File: src/design/assert_macros.svh
// Concurrent assertion helpers for the RTL.
`ifndef ASSERT_MACROS_SVH
`define ASSERT_MACROS_SVH

// The consequent must hold in the same cycle as the antecedent.
`define ASSERT_SAME(lbl, clk, rst_n, ante, cons) \
    lbl: assert property (@(posedge clk) disable iff (!(rst_n)) (ante) |-> (cons)) \
        else $error("assertion failed: same-cycle implication");

// The consequent must hold in the cycle after the antecedent.
`define ASSERT_NEXT(lbl, clk, rst_n, ante, cons) \
    lbl: assert property (@(posedge clk) disable iff (!(rst_n)) (ante) |=> (cons)) \
        else $error("assertion failed: next-cycle implication");

// The expression must hold in every cycle out of reset.
`define ASSERT_ALWAYS(lbl, clk, rst_n, expr) \
    lbl: assert property (@(posedge clk) disable iff (!(rst_n)) (expr)) \
        else $error("assertion failed: invariant");

`endif

File: src/design/terb_pkg.sv
`default_nettype none

package terb_pkg;

    localparam int SLOTS_DEF      = 16;
    localparam int STAMP_BITS_DEF = 15;
    localparam int ADDR_BITS_DEF  = 6;
    localparam int MATCH_BITS_DEF = 10;

    localparam int DROP_BITS = 5;
    localparam logic [DROP_BITS-1:0] DROP_MAX = '1;

    // Control part of the item context that walks down the slot chain.
    typedef struct packed {
        logic live;    // an item is in this stage
        logic cmd;     // 0 arrival, 1 tick
        logic placed;  // arrival already stored in an earlier slot
        logic busy;    // output taken on this tick or still blocked
        logic ev;      // an event is emitted on this tick
        logic hv;      // holding register full
    } t_ctl;

endpackage

`default_nettype wire

File: src/design/timestamped_event_release_buffer.sv
// Timestamped event release buffer.
// Items enter on start while busy is low: command 0 is an arriving event
// (now, timestamp, neuron), command 1 is a system clock tick (now).
// Every item gives exactly one result, shown for one cycle with o_done high;
// the receiver cannot stall, so results are never held back.
// Disabled items and expired arrivals are answered directly: o_done rises
// in the cycle after the accepting edge and busy stays low.
// All other items walk down a row of SLOTS cells, one cell per cycle, each
// cell owning one slot. busy is high from the accepting edge until the
// result appears, while the item passes the head register and then the
// register of each cell in turn; the length of the cell row sets this time.
// The holding register and the output-busy flag sit at the head of the
// row and are updated when a tick leaves its end.
// Register enabled (address 0, reset 1) must be written over the APB port
// only while the block is idle; the block does not enforce this. Reset
// empties all slots and the holding register and clears the output-busy flag.
`default_nettype none

`include "assert_macros.svh"

module timestamped_event_release_buffer import terb_pkg::*; #(
    parameter int SLOTS      = SLOTS_DEF,
    parameter int STAMP_BITS = STAMP_BITS_DEF,
    parameter int ADDR_BITS  = ADDR_BITS_DEF,
    parameter int MATCH_BITS = MATCH_BITS_DEF
) (
    input  wire logic                  i_clk,
    input  wire logic                  i_rst_n,
    input  wire logic                  start,
    output logic                       busy,
    input  wire logic                  i_command,
    input  wire logic [STAMP_BITS-1:0] i_now,
    input  wire logic [STAMP_BITS-1:0] i_timestamp,
    input  wire logic [ADDR_BITS-1:0]  i_neuron,
    output logic                       o_done,
    output logic                       o_emit_valid,
    output logic [ADDR_BITS-1:0]       o_emit_neuron,
    output logic [1:0]                 o_status,
    output logic [DROP_BITS-1:0]       o_drops,
    input  wire logic                  psel,
    input  wire logic                  penable,
    input  wire logic                  pwrite,
    input  wire logic [2:0]            paddr,
    input  wire logic [31:0]           pwdata,
    output logic [31:0]                prdata,
    output logic                       pready
);

    typedef enum logic [1:0] {
        ST_OK      = 2'd0,
        ST_EXPIRED = 2'd1,
        ST_FULL    = 2'd2,
        ST_OFF     = 2'd3
    } t_status;

    localparam logic REG_ENABLED = 1'b0;

    t_ctl                  w_ctl   [SLOTS+1];
    logic [MATCH_BITS-1:0] w_key   [SLOTS+1];
    logic [ADDR_BITS-1:0]  w_nrn   [SLOTS+1];
    logic [ADDR_BITS-1:0]  w_en    [SLOTS+1];
    logic [ADDR_BITS-1:0]  w_hn    [SLOTS+1];
    logic [DROP_BITS-1:0]  w_drops [SLOTS+1];
    logic [SLOTS:0]        w_live;

    logic                  r_enabled;
    logic                  r_busy;
    logic                  r_done;
    logic                  r_held_valid;
    logic [ADDR_BITS-1:0]  r_held_neuron;
    logic                  r_out_busy;
    t_ctl                  r_ctl0;
    t_ctl                  n_ctl0;
    logic [MATCH_BITS-1:0] r_key0;
    logic [ADDR_BITS-1:0]  r_nrn0;
    logic [ADDR_BITS-1:0]  r_en0;
    logic [ADDR_BITS-1:0]  n_en0;
    logic                  r_emit_valid;
    logic [ADDR_BITS-1:0]  r_emit_neuron;
    t_status               r_status;
    logic [DROP_BITS-1:0]  r_drops;

    logic                  w_accept;
    logic                  w_cfg_wr;
    logic [STAMP_BITS-1:0] w_diff;
    logic                  w_direct;
    logic                  w_take_held;
    t_ctl                  w_tail;
    logic                  w_off_reply;

    assign w_accept    = start && !r_busy;
    assign w_cfg_wr    = psel && penable && pwrite && pready;
    // An arrival whose timestamp lies behind now wraps into the upper half.
    assign w_diff      = i_timestamp - i_now;
    assign w_direct    = !r_enabled || (!i_command && w_diff[STAMP_BITS-1]);
    assign w_take_held = i_command && !r_out_busy && r_held_valid;
    assign w_tail      = w_ctl[SLOTS];

    always_comb begin
        n_ctl0.live   = 1'b1;
        n_ctl0.cmd    = i_command;
        n_ctl0.placed = 1'b0;
        n_ctl0.ev     = w_take_held;
        n_ctl0.busy   = r_out_busy || w_take_held;
        n_ctl0.hv     = r_held_valid && !w_take_held;
        n_en0         = w_take_held ? r_held_neuron : '0;
    end

    always_ff @(posedge i_clk) begin
        if (!i_rst_n) begin
            r_enabled    <= 1'b1;
            r_busy       <= 1'b0;
            r_done       <= 1'b0;
            r_held_valid <= 1'b0;
            r_out_busy   <= 1'b0;
            r_ctl0       <= '0;
        end else begin
            if (w_cfg_wr && paddr[2] == REG_ENABLED) begin
                r_enabled <= pwdata[0];
            end
            r_done <= (w_accept && w_direct) || w_tail.live;
            r_ctl0 <= (w_accept && !w_direct) ? n_ctl0 : t_ctl'('0);
            if (w_accept && !w_direct) begin
                r_busy <= 1'b1;
            end else if (w_tail.live) begin
                r_busy <= 1'b0;
            end
            if (w_tail.live && w_tail.cmd) begin
                r_held_valid <= w_tail.hv;
                r_out_busy   <= w_tail.ev;
            end
        end
    end

    always_ff @(posedge i_clk) begin
        if (w_accept && !w_direct) begin
            r_key0 <= i_command ? i_now[MATCH_BITS-1:0] : i_timestamp[MATCH_BITS-1:0];
            r_nrn0 <= i_neuron;
            r_en0  <= n_en0;
        end
        if (w_tail.live) begin
            r_emit_valid  <= w_tail.ev;
            r_emit_neuron <= w_en[SLOTS];
            r_drops       <= w_drops[SLOTS];
            r_status      <= (w_tail.cmd || w_tail.placed) ? ST_OK : ST_FULL;
            if (w_tail.cmd) begin
                r_held_neuron <= w_hn[SLOTS];
            end
        end else if (w_accept && w_direct) begin
            r_emit_valid  <= 1'b0;
            r_emit_neuron <= '0;
            r_status      <= r_enabled ? ST_EXPIRED : ST_OFF;
            r_drops       <= '0;
        end
    end

    assign w_ctl[0]   = r_ctl0;
    assign w_key[0]   = r_key0;
    assign w_nrn[0]   = r_nrn0;
    assign w_en[0]    = r_en0;
    assign w_hn[0]    = r_held_neuron;
    assign w_drops[0] = '0;

    for (genvar g = 0; g < SLOTS; g++) begin : g_cell
        terb_cell #(
            .MATCH_BITS(MATCH_BITS),
            .ADDR_BITS (ADDR_BITS)
        ) u_cell (
            .i_clk  (i_clk),
            .i_rst_n(i_rst_n),
            .i_ctl  (w_ctl[g]),
            .i_key  (w_key[g]),
            .i_nrn  (w_nrn[g]),
            .i_en   (w_en[g]),
            .i_hn   (w_hn[g]),
            .i_drops(w_drops[g]),
            .o_ctl  (w_ctl[g+1]),
            .o_key  (w_key[g+1]),
            .o_nrn  (w_nrn[g+1]),
            .o_en   (w_en[g+1]),
            .o_hn   (w_hn[g+1]),
            .o_drops(w_drops[g+1])
        );
    end

    for (genvar g = 0; g <= SLOTS; g++) begin : g_live
        assign w_live[g] = w_ctl[g].live;
    end

    assign busy          = r_busy;
    assign o_done        = r_done;
    assign o_emit_valid  = r_emit_valid;
    assign o_emit_neuron = r_emit_neuron;
    assign o_status      = r_status;
    assign o_drops       = r_drops;
    assign prdata        = (paddr[2] == REG_ENABLED) ? {31'b0, r_enabled} : 32'b0;
    assign pready        = 1'b1;

    assign w_off_reply = r_done && r_status == ST_OFF && !r_emit_valid;

    // At most one item walks the slot chain at a time.
    `ASSERT_ALWAYS(a_one_in_flight, i_clk, i_rst_n, $onehot0(w_live))
    // While the chain holds an item, the block must report busy.
    `ASSERT_SAME(a_busy_while_walk, i_clk, i_rst_n, w_live != '0, r_busy)
    // An emission leaves the output blocked for the next tick.
    `ASSERT_SAME(a_emit_blocks, i_clk, i_rst_n, r_done && r_emit_valid, r_out_busy)
    // A disabled block answers the next cycle with the ignored status.
    `ASSERT_NEXT(a_off_direct, i_clk, i_rst_n, w_accept && !r_enabled, w_off_reply)

endmodule

`default_nettype wire

File: src/design/terb_cell.sv
`default_nettype none

module terb_cell import terb_pkg::*; #(
    parameter int MATCH_BITS = MATCH_BITS_DEF,
    parameter int ADDR_BITS  = ADDR_BITS_DEF
) (
    input  wire logic                  i_clk,
    input  wire logic                  i_rst_n,
    input  wire t_ctl                  i_ctl,
    input  wire logic [MATCH_BITS-1:0] i_key,
    input  wire logic [ADDR_BITS-1:0]  i_nrn,
    input  wire logic [ADDR_BITS-1:0]  i_en,
    input  wire logic [ADDR_BITS-1:0]  i_hn,
    input  wire logic [DROP_BITS-1:0]  i_drops,
    output t_ctl                       o_ctl,
    output logic [MATCH_BITS-1:0]      o_key,
    output logic [ADDR_BITS-1:0]       o_nrn,
    output logic [ADDR_BITS-1:0]       o_en,
    output logic [ADDR_BITS-1:0]       o_hn,
    output logic [DROP_BITS-1:0]       o_drops
);

    logic                  r_valid;
    logic                  n_valid;
    logic [MATCH_BITS-1:0] r_slot_key;
    logic [ADDR_BITS-1:0]  r_slot_nrn;
    t_ctl                  r_ctl;
    t_ctl                  n_ctl;
    logic [MATCH_BITS-1:0] r_key;
    logic [ADDR_BITS-1:0]  r_nrn;
    logic [ADDR_BITS-1:0]  r_en;
    logic [ADDR_BITS-1:0]  n_en;
    logic [ADDR_BITS-1:0]  r_hn;
    logic [ADDR_BITS-1:0]  n_hn;
    logic [DROP_BITS-1:0]  r_drops;
    logic [DROP_BITS-1:0]  n_drops;
    logic                  w_store;
    logic                  w_hit;

    assign w_hit = r_valid && (r_slot_key == i_key);

    always_comb begin
        n_ctl   = i_ctl;
        n_en    = i_en;
        n_hn    = i_hn;
        n_drops = i_drops;
        n_valid = r_valid;
        w_store = 1'b0;
        if (i_ctl.live) begin
            if (!i_ctl.cmd) begin
                if (!i_ctl.placed && !r_valid) begin
                    n_valid      = 1'b1;
                    w_store      = 1'b1;
                    n_ctl.placed = 1'b1;
                end
            end else if (w_hit) begin
                // A due slot goes to the output, then to the holding register,
                // and is otherwise counted as dropped.
                n_valid = 1'b0;
                if (!i_ctl.busy) begin
                    n_ctl.ev   = 1'b1;
                    n_ctl.busy = 1'b1;
                    n_en       = r_slot_nrn;
                end else if (!i_ctl.hv) begin
                    n_ctl.hv = 1'b1;
                    n_hn     = r_slot_nrn;
                end else if (i_drops != DROP_MAX) begin
                    n_drops = i_drops + 1'b1;
                end
            end
        end
    end

    always_ff @(posedge i_clk) begin
        if (!i_rst_n) begin
            r_valid <= 1'b0;
            r_ctl   <= '0;
        end else begin
            r_valid <= n_valid;
            r_ctl   <= n_ctl;
        end
    end

    always_ff @(posedge i_clk) begin
        if (w_store) begin
            r_slot_key <= i_key;
            r_slot_nrn <= i_nrn;
        end
        r_key   <= i_key;
        r_nrn   <= i_nrn;
        r_en    <= n_en;
        r_hn    <= n_hn;
        r_drops <= n_drops;
    end

    assign o_ctl   = r_ctl;
    assign o_key   = r_key;
    assign o_nrn   = r_nrn;
    assign o_en    = r_en;
    assign o_hn    = r_hn;
    assign o_drops = r_drops;

endmodule

`default_nettype wire

File: config.mk
export PLATFORM = sky130hd
export DESIGN_NAME = timestamped_event_release_buffer
export DESIGN_NICKNAME = d
export VERILOG_FILES = /design/src/design/terb_pkg.sv /design/src/design/timestamped_event_release_buffer.sv /design/src/design/terb_cell.sv
export VERILOG_INCLUDE_DIRS = /design/src /design/src/design
export SDC_FILE = /design/constraint.sdc
export NUM_CORES = 1
export LEC_CHECK = 0
export BUFFER_PORTS_ARGS = -buffer_cell sky130_fd_sc_hd__buf_2
export CELL_PAD_IN_SITES_DETAIL_PLACEMENT = 0
export CELL_PAD_IN_SITES_GLOBAL_PLACEMENT = 1
export CORE_MARGIN = 3
export CORE_UTILIZATION = 46
export DETAILED_ROUTE_END_ITERATION = 10
export PLACE_DENSITY_LB_ADDON = 0.1
export SLEW_MARGIN = 20
export SYNTH_ARGS = -nofsm -noshare
export SYNTH_HDL_FRONTEND = slang
export SYNTH_HIERARCHICAL = 1
export SYNTH_SLANG_ARGS = --single-unit
File: constraint.sdc
create_clock -name i_clk -period 2.55 [get_ports i_clk]
set_input_delay 0.1275 -clock i_clk [delete_from_list [all_inputs] [get_ports i_clk]]
set_output_delay 0.1275 -clock i_clk [all_outputs]
set_load 0.005 [all_outputs]
* Word level (Yosys, flattened, before mapping)
Index checks and enable logic that the tools add are counted.
** Word-level totals
- Flip-flop bits (word level) :: 932
- Bits of input ports :: 78
** Cells by class
- Multiplexer cells :: 458
- $add $sub $neg :: 16
- Bitwise operators :: 1
- Equal/unequal tests :: 47
- Reduce and logical (&&, ||, !) cells :: 122
** Operators by type and width (count)
- $mux W6 :: 147
- $mux W5 :: 92
- $mux W1 :: 166
- $eq A10 B10 Y1 :: 16
- $mux W3 :: 32
- $add A5 B1 Y5 const B :: 15
- $ne A5 B5 Y1 const B :: 15
- $mux W4 :: 16
- $reduce_and A3 Y1 :: 16
- $logic_and A1 B1 Y1 :: 43
- $logic_not A1 Y1 :: 38
- $reduce_bool A2 Y1 :: 18
- $ne A2 B1 Y1 const B :: 16
- $sub A15 B15 Y15 :: 1
- $mux W10 :: 1
- $mux W2 :: 4
- $logic_or A1 B1 Y1 :: 4
- $reduce_and A2 Y1 :: 2
- $reduce_and A4 Y1 :: 1
- $not A1 Y1 :: 1

* Depth between registers and ports, before layout
- Word-level depth :: 7
- Depth in mapped cells :: 8
- Mapped depth without buffers :: 8

* Hierarchy
The synthesis kept the hierarchy.
** By module, submodules not included
- terb_cell at g_cell[1].u_cell ... :: area an instance 1830.5 sq um, cells each 123, instances 9
- terb_cell at g_cell[0].u_cell ... :: area an instance 1904.3 sq um, cells each 124, instances 6
- timestamped_event_release_buffer :: area an instance 2494.9 sq um, cells each 200, instances 1
- terb_cell at g_cell[11].u_cell :: area an instance 1759.2 sq um, cells each 115, instances 1

* Worst setup path after synthesis
Ideal clock, no wire load.
- Kind :: input -> register
- From :: input i_now[7]
- To :: register r_en0[0], enable pin
- Data arrival time :: 2.076 ns
- Path buffers :: 0
- Path slack :: 0.073 ns
- Stages :: 8
- Setup time :: 0.401 ns
- Cell sequence :: inv_1 -> ha_1 -> a21o_1 -> nand3_1 -> a21oi_1 -> a211oi_2 -> mux2i_2 -> nor2_1
** Between the ends
- Word-level cells in the longest chain between the ends :: 5
** Ends and longest elaborated chain
- from (decl) :: RTL line timestamped_event_release_buffer.sv:32 : input wire logic [STAMP_BITS-1:0] i_now,
- $sub A15 B15 Y15 :: RTL line timestamped_event_release_buffer.sv:94 : assign w_diff = i_timestamp - i_now;
- $logic_and A1 B1 Y1 :: RTL line timestamped_event_release_buffer.sv:95 : assign w_direct = !r_enabled || (!i_command && w_diff[STAMP_BITS-1]);
- $logic_or A1 B1 Y1 :: RTL line timestamped_event_release_buffer.sv:95
- $logic_not A1 Y1 :: RTL line timestamped_event_release_buffer.sv:136 : if (w_accept && !w_direct) begin
- $logic_and A1 B1 Y1 :: RTL line timestamped_event_release_buffer.sv:136
- to (signal assigned) :: RTL line timestamped_event_release_buffer.sv:139 : r_en0 <= n_en0;
- to (decl) :: RTL line timestamped_event_release_buffer.sv:76 : logic [ADDR_BITS-1:0] r_en0;
No other way between the ends.
A chain may end at the register's enable or synchronous reset.

* Worst setup path after layout
- From :: input i_now[5]
- To :: register r_emit_neuron[3] (netlist: o_emit_neuron[3]), enable pin
** Between the ends
- Word-level cells in the longest chain between the ends :: 5
** Ends and longest elaborated chain
- $sub A15 B15 Y15 :: RTL line timestamped_event_release_buffer.sv:94
- $logic_and A1 B1 Y1 :: RTL line timestamped_event_release_buffer.sv:95
- $logic_or A1 B1 Y1 :: RTL line timestamped_event_release_buffer.sv:95
- $logic_and A1 B1 Y1 :: RTL line timestamped_event_release_buffer.sv:149 : end else if (w_accept && w_direct) begin
- $reduce_bool A2 Y1 (no source line)
- to (signal assigned) :: RTL line timestamped_event_release_buffer.sv:143 : r_emit_neuron <= w_en[SLOTS];
- to (decl) :: RTL line timestamped_event_release_buffer.sv:79 : logic [ADDR_BITS-1:0] r_emit_neuron;
No other way between the ends.

==> run_results.csv <==
group,metric,value,unit
final_layout,layout_common_cells,"dfxtp_1, edfxtp_1, mux2_2",
setup_path,crit_chain,"dlygate4sd3_1 -> buf_2 -> inv_1 -> ha_1 -> a21oi_1 -> o221ai_2 -> a211oi_2 -> mux2i_2 -> o22a_2",
final_layout,antenna_cells,0,
setup_path,arrival,2.60,ns
final_layout,nNetsFinal,2485,
cts,clkLatencyLatePin,0.62,ns
job,maxCapViolCount,0,
global_routing,antenna_found_initial,0,
place,port-buffer-count,61,
place,dp_hpwl,40860,um
setup_path,crit_fanout,14,
worst_hold_path,hold_path_class,"primary input to flop",
pwr,pwr-share-clk,43.2,%
cts,cts_buffers,93,
place,gp_congestion,0.7561,
drt,drt_wl_total,56730,um
pwr,pwr-share-comb,3.4,%
global_routing,grt_pass1_wl,91090,um
setup_path,critical_path_required,2.83,ns
cts,postCtsHoldBufs,32,
pwr,max-vdd-ir-drop,0.0005107,V
timing,fin_crit,2.315,ns
setup_path,criticalPathCategory,"primary input to flop",
cts,root_buffer,"clkbuf_16",
floorplan,initial_utilization,46.86,%
yosys,synth_area_per_cell,14.81,um^2
cts,cts-resized-gates,0,
timing,maxSlewViolCount,0,
yosys,yosysWarnings,6,
drt,final_antenna_net_count,0,
timing,rsz0062_at_grt,"no",
timing,hold-worst-slack,0.1771,ns
final_layout,layout-drive-gt1-share,23.95,%
drt,via_per_inst,4.890,
floorplan,ios,127,
pwr,p_leak,14.07,nW
timing,finalHoldViolations,0,
drt,routedWlPerCell,16.80,um
drt,firstDrtPassIters,5,
final_layout,multiInputGateArea,0.009948,mm^2
global_routing,grt_pass1_vias,17080,
floorplan,coreArea,0.06787,mm^2
cts,clock_sinks,931,
global_routing,grt_start_max_net_pins,73,
cts,clk_pin_slew,0.06,ns
timing,fmax,0.4319,GHz
timing,final.period_utilization,90.80,%
setup_path,critPathSlowestCell,"dlygate4sd3_1",
setup_path,cpPeakStageDelay,0.54,ns
final_layout,synthToLayoutAreaGrowth,15.82,%
yosys,syn_area,0.03181,mm^2
timing,setup_viol,0,
cts,post_cts_buffers,0,
global_routing,grt_use_total,15.94,%
pwr,p_sw_share,20.62,%
final_layout,layout_commonest_cell,"dfxtp_1",
floorplan,dieArea,0.07234,mm^2
floorplan,num_rows,95,
timing,slew_headroom,38.94,%
timing,tns,0,ns
setup_path,start_kind,"primary input",
final_layout,fill_cells,5597,
yosys,synthCells,2148,
pwr,internal_power,24.37,mW
timing,skew,0.01708,ns
global_routing,grt_overflow,0,
floorplan,fp.dieW,269.0,um
drt,vias,16510,
timing,tightest_slew,0.9075,ns
setup_path,endpoint_kind,"flop",
cts,tritoncts,"yes",
drt,route.detailed.drc,0,
pwr,p_switching,6.330,mW
cts,clock_path_buffers,3,
final_layout,regArea,0.02162,mm^2
drt,drtIter0Drc,759,
outcome,run_status,"finished clean",
cts,htree_levels,3,
floorplan,die_h,269.0,um
pwr,power_density,833.2,mW/mm^2
pwr,power_frac_seq,53.4,%
layout make-up:
class | count | area share [%]
multi-input combinational | 1185 | 27.00
timing repair buffer | 133 | 2.588
sequential | 931 | 58.69
tap | 921 | 3.128
clock inverter | 34 | 0.9340
clock buffer | 138 | 7.309
inverter | 34 | 0.3464
worst max-delay path: cells and delay by family:
kind / cells / cell delay (ns)
fa+ha+maj: 1 / 0.33
mux: 1 / 0.39
compound gates: 4 / 1.04
buf+inv: 3 / 0.70
per-stage QoR:
stage / instances / setup WS, ns / utilization [%] / total power, mW / area, um^2
floorplan: 2199 / 0.07333 / - / 17.34 / 32000
global route: 3376 / 0.06330 / 54.28 / 31.93 / 36840
CTS: 3376 / 0.3081 / 54.28 / 31.14 / 36840
finish: 3376 / 0.2346 / 54.28 / 30.70 / 36840
detailed placement: 3172 / 0.1680 / 49.33 / 17.74 / 33480
global placement: 3172 / 0.2142 / 49.33 / 17.70 / 33480
routing by layer:
layer	wire length [um]	track usage, %	vias to the layer above
li1	-	-	8153
met1	24440	19.35	8054
met2	29380	28.90	205
met3	1694	2.993	96
met4	1207	4.603	0
met5	0	0	-
worst paths after layout:
check | cells after the start | to | slack [ns] | start
worst max register to register | 5 | g_cell[11].u_cell/o_hn[0]$_DFF_P_ | 0.40 | g_cell[11].u_cell/r_slot_key[3]$_DFFE_PP_
worst min-delay path | 6 | r_ctl0[5]$_SDFF_PN0_ | 0.18 | i_timestamp[14]
worst min register to register | 0 | g_cell[14].u_cell/o_nrn[5]$_DFF_P_ | 0.35 | g_cell[13].u_cell/o_nrn[5]$_DFF_P_
worst max-delay path | 9 | o_emit_neuron[3]$_SDFFCE_PN0P_ | 0.23 | i_now[5]
flip-flops by register name (all words and copies together), names as in the netlist, 6 cells and up:
register,cells
g_cell.u_cell/o_en,96
g_cell.u_cell/r_slot_key,160
o_emit_neuron,6
r_key0,10
g_cell.u_cell/r_valid,16
g_cell.u_cell/r_slot_nrn,96
r_en0,6
r_nrn0,6
g_cell.u_cell/o_nrn,90
g_cell.u_cell/o_drops,80
g_cell.u_cell/o_key,150
r_held_neuron,6
g_cell.u_cell/o_hn,96
g_cell.u_cell/o_ctl,95
power groups by stage:
stage          logic (mW)  registers (mW)  clock network [mW]
2_1_floorplan       0.813            16.5                   0
3_3_place_gp        0.979            16.7                   0
3_5_place_dp         1.00            16.7                   0
4_1_cts              1.05            16.4                13.7
5_1_grt              1.16            16.5                14.3
6_report             1.04            16.4                13.3
No activity file was read; power rests on OpenSTA's default activity.
